==> config.mk <==
export PLATFORM = sky130hd
export DESIGN_NAME = keeloq_code_word_generator_top
export DESIGN_NICKNAME = d
export VERILOG_FILES = /design/src/design/kcwg_pkg.sv /design/src/design/kcwg_word.sv /design/src/design/kcwg_cipher.sv /design/src/design/keeloq_code_word_generator_top.sv
export SDC_FILE = /design/constraint.sdc
export NUM_CORES = 1
export LEC_CHECK = 0
export BUFFER_PORTS_ARGS = -buffer_cell sky130_fd_sc_hd__buf_2
export CORE_MARGIN = 3
export CORE_UTILIZATION = 35
export CTS_CLUSTER_SIZE = 30
export DETAILED_ROUTE_END_ITERATION = 12
export GPL_TIMING_DRIVEN = 0
export SYNTH_ARGS = -nofsm -noshare
export SYNTH_HDL_FRONTEND = slang
export SYNTH_SLANG_ARGS = --single-unit
==> constraint.sdc <==
create_clock -name clk -period 5.2 [get_ports clk]
set_input_delay 0.78 -clock clk [delete_from_list [all_inputs] [get_ports clk]]
set_output_delay 0.78 -clock clk [all_outputs]
set_load 0.02 [all_outputs]
==> src/design/kcwg_pkg.sv <==
// ----------------------------------------------------------------------------
// kcwg_pkg
// Shared types and constants of the KeeLoq code word generator.
// ----------------------------------------------------------------------------
package kcwg_pkg;

	localparam logic [31:0] KL_NLF      = 32'h3A5C_742E;
	localparam int          KL_ROUNDS   = 528;
	localparam int          RND_W       = $clog2(KL_ROUNDS);
	localparam int          KEY_W       = 64;
	localparam int          WORD_W      = 32;
	localparam int          SERIAL_W    = 28;
	localparam int          BTN_W       = 4;
	localparam int          CNT_W       = 16;
	localparam int          DISC_W      = 12;
	localparam int          CFG_DATA_W  = 64;
	localparam int          CFG_IDX_W   = 2;

	// tags that replace the button nibble for device key derivation
	localparam logic [BTN_W-1:0] TAG_KEY_LO = 4'h2;
	localparam logic [BTN_W-1:0] TAG_KEY_HI = 4'h6;

	// fixed discriminators
	localparam logic [DISC_W-1:0] DISC_MERLIN    = 12'h000;
	localparam logic [DISC_W-1:0] DISC_CENTURION = 12'h1CE;
	localparam logic [DISC_W-1:0] DISC_MONARCH   = 12'h100;
	localparam logic [1:0]        DISC_PARITY    = 2'b11;
	localparam logic [3:0]        DISC_DEAMIO    = 4'hC;

	typedef enum logic [CFG_IDX_W-1:0] {
		REG_MFR_KEY  = 2'd0,
		REG_LEARNING = 2'd1,
		REG_FORMAT   = 2'd2,
		REG_SERIAL   = 2'd3
	} cfg_reg_t;

	typedef enum logic [2:0] {
		FMT_GENERIC   = 3'd0,
		FMT_SERIAL12  = 3'd1,
		FMT_SERIAL8   = 3'd2,
		FMT_MERLIN    = 3'd3,
		FMT_CENTURION = 3'd4,
		FMT_MONARCH   = 3'd5,
		FMT_APRIMATIC = 3'd6,
		FMT_DEAMIO    = 3'd7
	} hop_fmt_t;

	typedef enum logic {
		OP_ENCRYPT = 1'b0,
		OP_DECRYPT = 1'b1
	} kl_op_t;

	typedef struct packed {
		logic   start;
		kl_op_t op;
	} cipher_ctl_t;

	typedef enum logic [2:0] {
		ST_IDLE,
		ST_KEY_LO,
		ST_KEY_HI,
		ST_ENC,
		ST_HOLD
	} state_t;

endpackage

==> src/design/kcwg_word.sv <==
// ----------------------------------------------------------------------------
// kcwg_word
// Builds the fixed word and the hop word from button, counter and serial.
// ----------------------------------------------------------------------------
module kcwg_word (
	input  logic [kcwg_pkg::BTN_W-1:0]    btn,
	input  logic [kcwg_pkg::CNT_W-1:0]    cnt,
	input  logic [kcwg_pkg::SERIAL_W-1:0] serial,
	input  kcwg_pkg::hop_fmt_t            fmt,
	output logic [kcwg_pkg::WORD_W-1:0]   fixed,
	output logic [kcwg_pkg::WORD_W-1:0]   hop
);

	logic [kcwg_pkg::DISC_W-1:0] disc;

	always_comb begin
		unique case (fmt)
			kcwg_pkg::FMT_GENERIC:   disc = {2'b00, serial[9:0]};
			kcwg_pkg::FMT_SERIAL12:  disc = serial[11:0];
			kcwg_pkg::FMT_SERIAL8:   disc = {4'h0, serial[7:0]};
			kcwg_pkg::FMT_MERLIN:    disc = kcwg_pkg::DISC_MERLIN;
			kcwg_pkg::FMT_CENTURION: disc = kcwg_pkg::DISC_CENTURION;
			kcwg_pkg::FMT_MONARCH:   disc = kcwg_pkg::DISC_MONARCH;
			// mark bits 11..10 when serial[9:0] has even parity
			kcwg_pkg::FMT_APRIMATIC: disc = {(^serial[9:0]) ? 2'b00 : kcwg_pkg::DISC_PARITY,
				serial[9:0]};
			kcwg_pkg::FMT_DEAMIO:    disc = {kcwg_pkg::DISC_DEAMIO + {2'b00, serial[9:8]},
				serial[7:0]};
			default:                 disc = '0;
		endcase
	end

	assign fixed = {btn, serial};
	assign hop   = {btn, disc, cnt};

endmodule

==> src/design/kcwg_cipher.sv <==
// ----------------------------------------------------------------------------
// kcwg_cipher
// KeeLoq NLFSR, one round per cycle; encrypt or decrypt, 528 rounds.
// ----------------------------------------------------------------------------
module kcwg_cipher (
	input  logic                          clk,
	input  logic                          arst_n,
	input  kcwg_pkg::cipher_ctl_t         ctl,
	input  logic [kcwg_pkg::WORD_W-1:0]   data,
	input  logic [kcwg_pkg::KEY_W-1:0]    key,
	output logic                          done,
	output logic [kcwg_pkg::WORD_W-1:0]   result
);

	logic [kcwg_pkg::WORD_W-1:0] x_q;
	logic [kcwg_pkg::KEY_W-1:0]  key_q;
	logic [kcwg_pkg::RND_W-1:0]  rnd_q;
	logic                        busy_q;
	logic                        done_q;
	kcwg_pkg::kl_op_t            op_q;
	logic [4:0]                  idx_enc;
	logic [4:0]                  idx_dec;
	logic                        fb_enc;
	logic                        fb_dec;
	logic                        last;

	assign idx_enc = {x_q[31], x_q[26], x_q[20], x_q[9], x_q[1]};
	assign idx_dec = {x_q[30], x_q[25], x_q[19], x_q[8], x_q[0]};
	assign fb_enc  = x_q[0] ^ x_q[16] ^ key_q[0] ^ kcwg_pkg::KL_NLF[idx_enc];
	assign fb_dec  = x_q[31] ^ x_q[15] ^ key_q[15] ^ kcwg_pkg::KL_NLF[idx_dec];
	assign last    = rnd_q == kcwg_pkg::RND_W'(kcwg_pkg::KL_ROUNDS - 1);

	always_ff @(posedge clk or negedge arst_n) begin
		if (!arst_n) begin
			busy_q <= 1'b0;
			done_q <= 1'b0;
			rnd_q  <= '0;
			op_q   <= kcwg_pkg::OP_ENCRYPT;
		end else begin
			done_q <= busy_q && last;
			if (ctl.start) begin
				busy_q <= 1'b1;
				rnd_q  <= '0;
				op_q   <= ctl.op;
			end else if (busy_q) begin
				rnd_q <= rnd_q + 1'b1;
				if (last)
					busy_q <= 1'b0;
			end
		end
	end

	// encrypt walks the key upwards from bit 0, decrypt downwards from bit 15
	always_ff @(posedge clk) begin
		if (ctl.start) begin
			x_q   <= data;
			key_q <= key;
		end else if (busy_q) begin
			if (op_q == kcwg_pkg::OP_ENCRYPT) begin
				x_q   <= {fb_enc, x_q[31:1]};
				key_q <= {key_q[0], key_q[63:1]};
			end else begin
				x_q   <= {x_q[30:0], fb_dec};
				key_q <= {key_q[62:0], key_q[63]};
			end
		end
	end

	assign done   = done_q;
	assign result = x_q;

endmodule

==> src/design/keeloq_code_word_generator_top.sv <==
// ----------------------------------------------------------------------------
// keeloq_code_word_generator_top
// Rolling-code encoder: fixed word plus KeeLoq-encrypted hop word per press.
// ----------------------------------------------------------------------------
//  channel | signals                                   | direction
//  in      | in_valid, in_ready, button_code,          | sink
//          | rolling_counter                           |
//  out     | out_valid, out_ready, fixed_word,         | source
//          | encrypted_hop                             |
//  cfg     | cfg_wr_en, cfg_index, cfg_data            | sink, write only
//
// One cipher engine runs one round a cycle.
// Simple learning: out_valid rises once the word is encrypted and the register
// is free; normal learning runs two decryptions for the device key first.
// One word at a time; the result register frees the engine, and a stalled
// output holds the finished ciphertext until the register drains.
// Reset clears the configuration and control registers and leaves the block
// idle; the data registers keep whatever they held.
module keeloq_code_word_generator_top (
	input  logic                              clk,
	input  logic                              arst_n,
	input  logic                              in_valid,
	output logic                              in_ready,
	input  logic [kcwg_pkg::BTN_W-1:0]        button_code,
	input  logic [kcwg_pkg::CNT_W-1:0]        rolling_counter,
	output logic                              out_valid,
	input  logic                              out_ready,
	output logic [kcwg_pkg::WORD_W-1:0]       fixed_word,
	output logic [kcwg_pkg::WORD_W-1:0]       encrypted_hop,
	input  logic                              cfg_wr_en,
	input  logic [kcwg_pkg::CFG_IDX_W-1:0]    cfg_index,
	input  logic [kcwg_pkg::CFG_DATA_W-1:0]   cfg_data
);

	logic [kcwg_pkg::KEY_W-1:0]    mfr_key_q;
	logic                          learning_q;
	kcwg_pkg::hop_fmt_t            format_q;
	logic [kcwg_pkg::SERIAL_W-1:0] serial_q;

	kcwg_pkg::state_t              state_q;
	kcwg_pkg::state_t              state_d;
	logic [kcwg_pkg::BTN_W-1:0]    btn_q;
	logic [kcwg_pkg::CNT_W-1:0]    cnt_q;
	logic [kcwg_pkg::WORD_W-1:0]   k1_q;
	logic                          out_valid_q;
	logic [kcwg_pkg::WORD_W-1:0]   fixed_q;
	logic [kcwg_pkg::WORD_W-1:0]   hop_out_q;

	kcwg_pkg::cipher_ctl_t         ctl;
	logic [kcwg_pkg::WORD_W-1:0]   c_data;
	logic [kcwg_pkg::KEY_W-1:0]    c_key;
	logic                          c_done;
	logic [kcwg_pkg::WORD_W-1:0]   c_result;

	logic                          idle;
	logic                          accept;
	logic                          load_out;
	logic                          out_free;
	logic [kcwg_pkg::BTN_W-1:0]    w_btn;
	logic [kcwg_pkg::CNT_W-1:0]    w_cnt;
	logic [kcwg_pkg::WORD_W-1:0]   w_fixed;
	logic [kcwg_pkg::WORD_W-1:0]   w_hop;

	assign idle     = state_q == kcwg_pkg::ST_IDLE;
	assign in_ready = idle;
	assign accept   = in_valid && idle;
	assign out_free = !out_valid_q || out_ready;

	// words come straight from the ports while the press is being taken
	assign w_btn = idle ? button_code : btn_q;
	assign w_cnt = idle ? rolling_counter : cnt_q;

	kcwg_word u_word (
		.btn    (w_btn),
		.cnt    (w_cnt),
		.serial (serial_q),
		.fmt    (format_q),
		.fixed  (w_fixed),
		.hop    (w_hop)
	);

	kcwg_cipher u_cipher (
		.clk    (clk),
		.arst_n (arst_n),
		.ctl    (ctl),
		.data   (c_data),
		.key    (c_key),
		.done   (c_done),
		.result (c_result)
	);

	always_ff @(posedge clk or negedge arst_n) begin
		if (!arst_n) begin
			mfr_key_q  <= '0;
			learning_q <= 1'b0;
			format_q   <= kcwg_pkg::FMT_GENERIC;
			serial_q   <= '0;
		end else if (cfg_wr_en) begin
			unique case (kcwg_pkg::cfg_reg_t'(cfg_index))
				kcwg_pkg::REG_MFR_KEY:  mfr_key_q  <= cfg_data[kcwg_pkg::KEY_W-1:0];
				kcwg_pkg::REG_LEARNING: learning_q <= cfg_data[0];
				kcwg_pkg::REG_FORMAT:   format_q   <= kcwg_pkg::hop_fmt_t'(cfg_data[2:0]);
				kcwg_pkg::REG_SERIAL:   serial_q   <= cfg_data[kcwg_pkg::SERIAL_W-1:0];
				default: ;
			endcase
		end
	end

	always_ff @(posedge clk or negedge arst_n) begin
		if (!arst_n)
			state_q <= kcwg_pkg::ST_IDLE;
		else
			state_q <= state_d;
	end

	always_comb begin
		state_d   = state_q;
		ctl.start = 1'b0;
		ctl.op    = kcwg_pkg::OP_ENCRYPT;
		c_data    = w_hop;
		c_key     = mfr_key_q;
		load_out  = 1'b0;
		unique case (state_q)
			kcwg_pkg::ST_IDLE: begin
				if (in_valid) begin
					ctl.start = 1'b1;
					if (learning_q) begin
						ctl.op  = kcwg_pkg::OP_DECRYPT;
						c_data  = {kcwg_pkg::TAG_KEY_LO, serial_q};
						state_d = kcwg_pkg::ST_KEY_LO;
					end else begin
						state_d = kcwg_pkg::ST_ENC;
					end
				end
			end
			kcwg_pkg::ST_KEY_LO: begin
				if (c_done) begin
					ctl.start = 1'b1;
					ctl.op    = kcwg_pkg::OP_DECRYPT;
					c_data    = {kcwg_pkg::TAG_KEY_HI, serial_q};
					state_d   = kcwg_pkg::ST_KEY_HI;
				end
			end
			kcwg_pkg::ST_KEY_HI: begin
				if (c_done) begin
					ctl.start = 1'b1;
					c_key     = {c_result, k1_q};
					state_d   = kcwg_pkg::ST_ENC;
				end
			end
			kcwg_pkg::ST_ENC: begin
				if (c_done) begin
					if (out_free) begin
						load_out = 1'b1;
						state_d  = kcwg_pkg::ST_IDLE;
					end else begin
						state_d  = kcwg_pkg::ST_HOLD;
					end
				end
			end
			kcwg_pkg::ST_HOLD: begin
				if (out_free) begin
					load_out = 1'b1;
					state_d  = kcwg_pkg::ST_IDLE;
				end
			end
			default: state_d = kcwg_pkg::ST_IDLE;
		endcase
	end

	// hold the press, the low half of the device key and the output words
	always_ff @(posedge clk) begin
		if (accept) begin
			btn_q <= button_code;
			cnt_q <= rolling_counter;
		end
		if (state_q == kcwg_pkg::ST_KEY_LO && c_done)
			k1_q <= c_result;
		if (load_out) begin
			fixed_q   <= w_fixed;
			hop_out_q <= c_result;
		end
	end

	always_ff @(posedge clk or negedge arst_n) begin
		if (!arst_n)
			out_valid_q <= 1'b0;
		else if (load_out)
			out_valid_q <= 1'b1;
		else if (out_ready)
			out_valid_q <= 1'b0;
	end

	assign out_valid     = out_valid_q;
	assign fixed_word    = fixed_q;
	assign encrypted_hop = hop_out_q;

endmodule
==> summary.md <==
| Metric | Value |
|---|---|
| CP Data Required Time | 5610 ps |
| WHS | roughly 230 ps |
| Yosys reg bits | 327 |
| Top cells by area, synth | edfxtp_1, dfrtp_1, mux2_2, mux2i_1, a211oi_1 |
| Syn Nets | 1161 |
| Gr usage total | 18.1% |
| Clk sink count | approximately 330 |
| Crit Path Category | flip-flop to flip-flop |
| Asr flop ratio synth | 34.6% |
| Worst hold path type | input port to asynchronous set/reset pin |
| Die ar. | 0.0445 mm² |
| Register-to-Register Path Depth | 7 |
| Synth-to-layout area growth | 19.7% |
| H-tree levels | 2 |
| DRT antenna net count | 0 |
| Site row count | 74 |
| GRT overflow | 0 |
| Nets | 1364 |
| Reg-to-reg startpoint | state_q[1]$_DFFE_PN0P_ |
| Crit path DAT | 3670 ps |
| Via/cell ratio | 5.28 |
| Worst-margin pin slew | 1250 ps |
| Synth Warn # | 0 |
| Starting Density | 35.7% |
| Post-CTS setup buffer count | 0 |
| Share of cells above drive strength 1 | between 20% and 30% |
| Final Critical Period | 3260 ps |
| CTS max path bufs | 3 |
| # IOs | 157 |
| Clock root buffer | clkbuf_16 |
| Outcome | finished clean |
| Primary FF master, synth | edfxtp_1 |
| R2R Setup Slk | 1940 ps |
| RSZ-0062 raised after global routing | no |
| Worst Setup SP | state_q[1]$_DFFE_PN0P_ |
| # DRC | 0 |
| Syn Area/Cell | between 10 and 15 µm² |
| Period Utilization, post-route | 62.7% |
| Register Area | roughly 0.0092 mm² |
| Worst-path fanout max | 10 |
| Register area share after synthesis | 62.9% |
| Clock Skews | around 18 ps |
| Core ar. | 0.0411 mm² |
| DP HPWL | 30200 µm |
| Initial antenna violation count | 1 |
| Final hold violation count | 0 |
| WL final | 40800 µm |
| Max Slew Vio Count | 0 |
| Vias in the first global route | 9762 |
| First-pass GRT wire length | 61200 µm |
| Final Setup Violations | 0 |
| CTS Buf Count | 37 |
| Die H | 211 µm |
| Filler cell count | 3828 |
| Pleak | 0.00630 µW |
| Area occupied by multi-input gates | between 0.005 and 0.006 mm² |
| Die width | 211 µm |
| Placed cell count | ~1800 |
| Worst VDD drop | 0.000165 V |
| Routed len/inst | 22.3 µm |
| Placer Congestion | 0.895 |
| Max_cap viols | 0 |
| Buffers on Ports | 156 |
| Pin count of the biggest net entering global routing | slightly above 60 |
| TritonCTS clock tree | yes |
| Power Density | roughly 350 mW/mm² |
| Mapped Cells | 1069 |
| Startpoint Class | flip-flop |
| Via Count | about 9700 |
| Fmax | 307 MHz |
| Post-CTS Hold Buffers | 0 |
| Distinct cell type count after synthesis | 64 |
| Crit end category | flip-flop |
| Mapped Area | approximately 0.015 mm² |
| Post-CTS sizing | 0 |
| Relative slew slack | 14.3% |
| Clock-pin slew on the worst setup and hold paths | 60 ps |
| Setup TNS Final | 0 ps |
| Area share of the largest cell type after synthesis | 43.3% |
| EDFF count, synth | roughly 210 |
| Iter 0 DRT Violations | 739 |
| Drt pass-1 iters | 5 |
| Cell Count, Final, Fillers Out | 1832 |
| # diodes | 0 |
| Yosys top cell by area | edfxtp_1 |
| Clk Latency, worst-skew pair | 530 ps |
| Final Util | 42.8% |
## path summary, 6_finish.rpt
check,end
max,flip-flop
min,serial_q[10]$_DFFE_PN0P_
max reg2reg,flip-flop
min reg2reg,mfr_key_q[16]$_DFFE_PN0P_
max in group asynchronous,mfr_key_q[42]$_DFFE_PN0P_
min in group clk,btn_q[1]$_DFFE_PP_
## report_power, final
part	switching (µW)	internal, µW	leakage [µW]	total [µW]
Clock	1040	1620	0.000622	2660
Combinational	198	247	0.00245	445
Sequential	146	2900	0.00323	3050
Total	1380	4770	0.00630	6150
## synthesized netlist by cell type (4+ instances only)
library cell and n:
o21bai_1 4, o2bb2ai_1 4, buf_2 19, nor2_1 42, a2111oi_0 7, inv_1 9
a22oi_1 17, edfxtp_1 212, mux2_2 102, clkbuf_1 41, xnor2_1 17, o21ai_0 32
mux2i_1 101, xor2_1 7, and3_1 4, a211oi_1 70, nor2b_1 68, dfrtp_1 113
nand2_1 21, a21oi_1 99, buf_1 5, nand3_1 10
## registers in the layout, summed over array words and instances, names as in the netlist, 3 cells and up, named ones only
register         count
cnt_q               16
k1_q                32
format_q             3
btn_q                4
state_q              3
u_cipher.result     32
u_cipher.key_q      64
mfr_key_q           64
fixed_word          32
u_cipher.rnd_q      10
encrypted_hop       32
serial_q            28
## routing by layer
metal  track usage [%]  wire length, µm  vias up
li1                  -                -     4474
met1              25.8            18300     4786
met2              28.4            18900      344
met3              3.30             2490       70
met4              5.82             1170        0
met5                 0                0        -
## cell families (layout without fill, tap and decap cells)
| group | count (synthesis) | in the layout | share of synthesized area, % |
|---|---|---|---|
| flops | 327 | 327 | 62.9 |
| xor+xnor | 25 | 25 | 1.58 |
| mux | 207 | 207 | 15.1 |
| compound gates | 256 | 256 | 11.4 |
| simple gates | 174 | 174 | 6.56 |
| buf+inv | 78 | 309 | 2.33 |
| fa+ha+maj | 2 | 2 | 0.153 |
## per-stage QoR
step	instance area, µm²	setup slack [ps]	total power, µW
global placement	16100	-1130	3530
CTS	17600	2000	6220
finish	17600	1940	6150
global route	17600	1750	6380
floorplan	14700	544	3330
detailed placement	16300	2020	3550
## final cells by class
type | count | share of cell area [%]
Buffer | 69 | 1.76
Timing Repair Buffer | 164 | 5.39
Multi-Input combinational cell | 664 | 29.3
Clock buffer | 52 | 6.23
Clock inverter | 15 | 0.882
Tap cell | 532 | 3.79
Inverter | 9 | 0.192
Sequential cell | 327 | 52.5
## worst max-delay path, cell delays in order, from the launching register on
cell and delay (ps):
dfrtp_1 430, buf_4 200, nor2_1 360, nand2_1 220, a2111oi_0 1130, a31oi_1 250, a2111oi_0 440, nor4_1 100
## placed cells by master (no fill, tap or decap), drive strengths merged, types with 33 or more instances in the layout
cell	n
o21ai	33
nor2b	68
dfrtp	113
nor2	42
a211oi	70
clkbuf	93
edfxtp	212
a21oi	100
mux2	105
mux2i	102
buf	192
No activity file was read; power rests on OpenSTA's default activity.
